### src/rtl/srb_pkg.sv
// Shared types and constants for the stream reassembly buffer.
`default_nettype none
package srb_pkg;

  localparam int WindowBytesDefault = 1024;
  localparam int OfsW = 62;
  localparam int LimitW = 7;
  localparam int MaxOut = 64;
  localparam int QueueDepth = 2;

  localparam logic [1:0] OP_SUPPLY = 2'd0;
  localparam logic [1:0] OP_FIN    = 2'd1;
  localparam logic [1:0] OP_READ   = 2'd2;

  localparam logic [1:0] ST_OK        = 2'd0;
  localparam logic [1:0] ST_DUPLICATE = 2'd1;
  localparam logic [1:0] ST_CONSUMED  = 2'd2;
  localparam logic [1:0] ST_BEYOND    = 2'd3;

  typedef enum logic [1:0] {
    K_SUPPLY,
    K_FIN,
    K_READ,
    K_NONE
  } kind_t;

  typedef struct packed {
    kind_t             kind;
    logic [OfsW-1:0]   ofs;
    logic [7:0]        data;
    logic [LimitW-1:0] limit;
  } item_t;

endpackage
`default_nettype wire

### src/rtl/srb_front.sv
// Front end: accepts input items, classifies them and queues them for the back end.
`default_nettype none
module srb_front (
  input  wire logic          clk,
  input  wire logic          rst,
  input  wire logic          clearing,
  input  wire logic          s_tvalid,
  output logic               s_tready,
  input  wire logic [79:0]   s_tdata,
  output logic               head_valid,
  output srb_pkg::item_t     head,
  input  wire logic          pop
);

  localparam int PW = (srb_pkg::QueueDepth > 1) ? $clog2(srb_pkg::QueueDepth) : 1;
  localparam int CW = $clog2(srb_pkg::QueueDepth + 1);

  srb_pkg::item_t q [srb_pkg::QueueDepth];
  logic [PW-1:0]  wr_ptr;
  logic [PW-1:0]  rd_ptr;
  logic [CW-1:0]  count;
  srb_pkg::item_t item_in;
  logic           push;
  logic           do_pop;
  logic [1:0]     opcode;
  logic [6:0]     lim;

  assign opcode = s_tdata[1:0];
  assign lim    = s_tdata[78:72];

  always_comb begin
    item_in.ofs   = s_tdata[63:2];
    item_in.data  = s_tdata[71:64];
    item_in.limit = (lim > 7'(srb_pkg::MaxOut)) ? 7'(srb_pkg::MaxOut) : lim;
    unique case (opcode)
      srb_pkg::OP_SUPPLY: item_in.kind = srb_pkg::K_SUPPLY;
      srb_pkg::OP_FIN:    item_in.kind = srb_pkg::K_FIN;
      srb_pkg::OP_READ:   item_in.kind = (lim == 7'd0) ? srb_pkg::K_NONE : srb_pkg::K_READ;
      default:            item_in.kind = srb_pkg::K_NONE;
    endcase
  end

  assign s_tready   = (count != CW'(srb_pkg::QueueDepth)) && !clearing;
  assign push       = s_tvalid && s_tready;
  assign head_valid = (count != '0);
  assign head       = q[rd_ptr];
  assign do_pop     = pop && head_valid;

  always_ff @(posedge clk) begin
    if (push) begin
      q[wr_ptr] <= item_in;
    end
    if (rst) begin
      wr_ptr <= '0;
      rd_ptr <= '0;
      count  <= '0;
    end else begin
      if (push) begin
        wr_ptr <= (wr_ptr == PW'(srb_pkg::QueueDepth - 1)) ? '0 : wr_ptr + 1'b1;
      end
      if (do_pop) begin
        rd_ptr <= (rd_ptr == PW'(srb_pkg::QueueDepth - 1)) ? '0 : rd_ptr + 1'b1;
      end
      if (push && !do_pop) begin
        count <= count + 1'b1;
      end else if (!push && do_pop) begin
        count <= count - 1'b1;
      end
    end
  end

endmodule
`default_nettype wire

### config.mk
export PLATFORM = sky130hd
export DESIGN_NAME = srb_front
export DESIGN_NICKNAME = d
export VERILOG_FILES = /design/src/rtl/srb_pkg.sv /design/src/rtl/srb_front.sv
export SDC_FILE = /design/constraint.sdc
export NUM_CORES = 1
export LEC_CHECK = 0
export BUFFER_PORTS_ARGS = -buffer_cell sky130_fd_sc_hd__buf_4
export CAP_MARGIN = 20
export CORE_AREA = 2 2 159 161
export CTS_CLUSTER_DIAMETER = 30
export DETAILED_ROUTE_END_ITERATION = 8
export DIE_AREA = 0 0 161 163
export GPL_TIMING_DRIVEN = 1
export SYNTH_ARGS = -nofsm -noshare
export SYNTH_HDL_FRONTEND = slang
export SYNTH_SLANG_ARGS = --single-unit
### constraint.sdc
create_clock -name clk -period 5.6 [get_ports clk]
set_input_delay 0.56 -clock clk [delete_from_list [all_inputs] [get_ports clk]]
set_output_delay 0.56 -clock clk [all_outputs]
set_load 0.02 [all_outputs]
==> results.py <==
metrics = {
    "route": {
        "drtIter0Drc": 145,
        "route.detailed.drc": 0,
        "routedWlPerCell_um": 15.2,
        "vias": 3117,
        "ant_nets": 0,
        "routed_wirelength_mm": 12.2,
        "dr.pass1.iters": 4,
        "via_per_inst": 3.89,
    },
    "yosys": {
        "ys_ff_latch": 163,
        "synth_nets": 368,
        "yosys-top-cells-count": "edfxtp_1, mux2_2, mux2_4, nor2b_1, buf_2",
        "avgSynthCellArea_um2": 21.5,
        "ys_async_sr_fraction_pct": 0,
        "synth_enable_flop_cells": 158,
        "synth_top_area_cell": "edfxtp_1",
        "synth_flop_cell": "edfxtp_1",
        "synth_top_area_share_pct": 78.4,
        "synth_cell_types": 21,
        "synthesis.area_um2": 6050,
        "synthCells": 282,
        "synth_warnings": 0,
        "synth_seq_area_share_pct": 80.1,
        "synth_area_leaders": "edfxtp_1, mux2_2, mux2_4",
        "synth.most_common_cell": "edfxtp_1",
    },
    "cts": {
        "clock-root-buffer": "clkbuf_16",
        "clock_path_buffers": 2,
        "cts_tree": "built",
        "htreeDepth": 4,
        "cts_num_sinks": 163,
        "cts_resized": 0,
        "cts_made_buffers": 17,
        "clk_pin_slew_ns": 0.07,
        "cts_setup_buffers": 0,
        "clock_latency_ns": 0.42,
        "postCtsHoldBufs": 0,
    },
    "floorplanning": {
        "core_um2": 24700,
        "die_h_um": 163,
        "num_rows": 58,
        "dieArea_um2": 26200,
        "die_w_um": 161,
        "ios": 166,
        "start_util_pct": 24.5,
    },
    "worst_setup_path": {
        "crit_type": "reg -> reg",
        "cp-start-kind": "flop",
        "arrival_ns": 2.67,
        "slowest_delay_ns": 0.82,
        "crit_buf_inv": 1,
        "cp_max_fo": 36,
        "cp.required_ns": 5.65,
        "slowest_stage": "nor2b_4",
        "critical_path.top_delay_family": "simple AND/OR/NAND/NOR gates",
        "end_kind": "flop",
        "path_cells": "nor2b_2, nor3b_4, nor2b_4, buf_4",
    },
    "sta": {
        "final.period_utilization_pct": 46.8,
        "maxSlewViolCount": 0,
        "hold_ws_ns": 0.323,
        "setup_viol": 0,
        "rsz0062_at_grt": "no",
        "max_slew_margin_pct": 36.3,
        "max_freq_ghz": 0.381,
        "hold_viol": 0,
        "period_minus_slack_ns": 2.62,
        "max_slew.worst_pin.slew_ns": 0.953,
        "clock_skew_ns": 0.0132,
        "finalSetupTns_ns": 0,
    },
    "global_routing": {
        "grtUsageTotal_pct": 9.63,
        "grt_pass1_wl_mm": 18.9,
        "overflow": 0,
        "grt_max_degree": 80,
        "grt_pass1_vias": 3569,
        "antenna_found_initial": 0,
    },
    "place": {
        "dp_hpwl_mm": 7.95,
        "io_buffer_count": 164,
        "gp_congestion": 0.699,
    },
    "status": {
        "outcome": "completed",
    },
    "layout": {
        "nFillCells": 2392,
        "drive_above_1_share_pct": 60.1,
        "nets": 544,
        "area_growth_pct": 37.8,
        "antenna_cells": 0,
    },
    "power_and_ir_drop": {
        "ir_drop_v": 0.000204,
        "powerDensity_nw_per_um2": 448,
        "p_leak_nw": 3.03,
    },
    "worst_hold_path": {
        "hold_class": "in -> reg",
    },
    "flow_run": {
        "max_cap_violations": 0,
    },
}
## through the flow
stage / setup WS, ns / total power [mW] / cells / cell area (um2) / utilization, %
after floorplan: 0.736 / 2.15 / 282 / 6050 / -
after global placement: 2.70 / 2.51 / 767 / 7650 / 31.0
after detailed placement: 2.69 / 2.54 / 768 / 7680 / 31.1
after CTS: 2.85 / 3.81 / 800 / 8310 / 33.7
after global routing: 2.71 / 3.92 / 801 / 8340 / 33.8
final: 2.98 / 3.74 / 801 / 8340 / 33.8
## cells by family (layout without fill, tap and decap cells)
family	count (synthesis)	after routing	share of synthesized area, %
xor gates and xnor gates	3	3	0.434
adders and majority gates	1	1	0.207
DFF	163	163	80.1
buffers and inverters	11	200	1.18
AOI/OAI and AO/OA	4	4	0.372
and+or+nand+nor	20	20	2.15
muxes	80	80	15.6
## registers in the layout (all words and copies together) (netlist names), named ones only
register and cells:
wr_ptr 1, q 158, rd_ptr 1, count 2
## per-layer routing
layer  global-route usage [%]  vias up  part of all wire, %
met2                     17.3      101                   53
li1                         -     1459                    -
met3                     3.85        5                  6.3
met4                     3.08        0                 0.57
met1                     10.4     1552                   40
met5                        0        -                    0
## placed cells by master (no fill, tap or decap), types with 2 or more instances in the layout
| cell | netlist | final |
|---|---|---|
| dfxtp_1 | 5 | 4 |
| mux2_4 | 11 | 11 |
| nor2_1 | 5 | 5 |
| clkbuf_16 | 0 | 17 |
| buf_4 | 0 | 166 |
| clkinvlp_4 | 0 | 2 |
| mux2_2 | 69 | 69 |
| xor2_1 | 3 | 3 |
| buf_16 | 0 | 2 |
| inv_6 | 0 | 3 |
| edfxtp_1 | 158 | 158 |
| bufinv_16 | 0 | 4 |
| o21ai_0 | 2 | 2 |
| clkinv_1 | 0 | 2 |
| nor2b_1 | 8 | 7 |
| inv_8 | 0 | 2 |
## where the power goes
group	total [mW]	switching, mW	internal, mW
sequential	1.52	0.0664	1.46
combinational	0.969	0.489	0.480
clock	1.24	0.489	0.755
## area by class of cell
cell class                 count  area (um2)  area share, %
tap                          330         413           4.95
sequential                   163        4850           58.2
clock buffer                  18         429           5.15
timing repair buffer         168        1300           15.6
clock inverter                14         200           2.40
multi-input combinational    108        1140           13.7
## final timing paths
path / startpoint / endpoint / slack, ns / cells past startpoint
setup / recovery: count[0] / q[0][56] / 2.98 / 4
hold / removal: s_tdata[49] / q[0][62] / 0.32 / 1
setup reg to reg: count[0] / q[0][56] / 2.98 / 4
hold reg to reg: rd_ptr / rd_ptr / 0.52 / 2
Power figures use the tool's default switching activity.
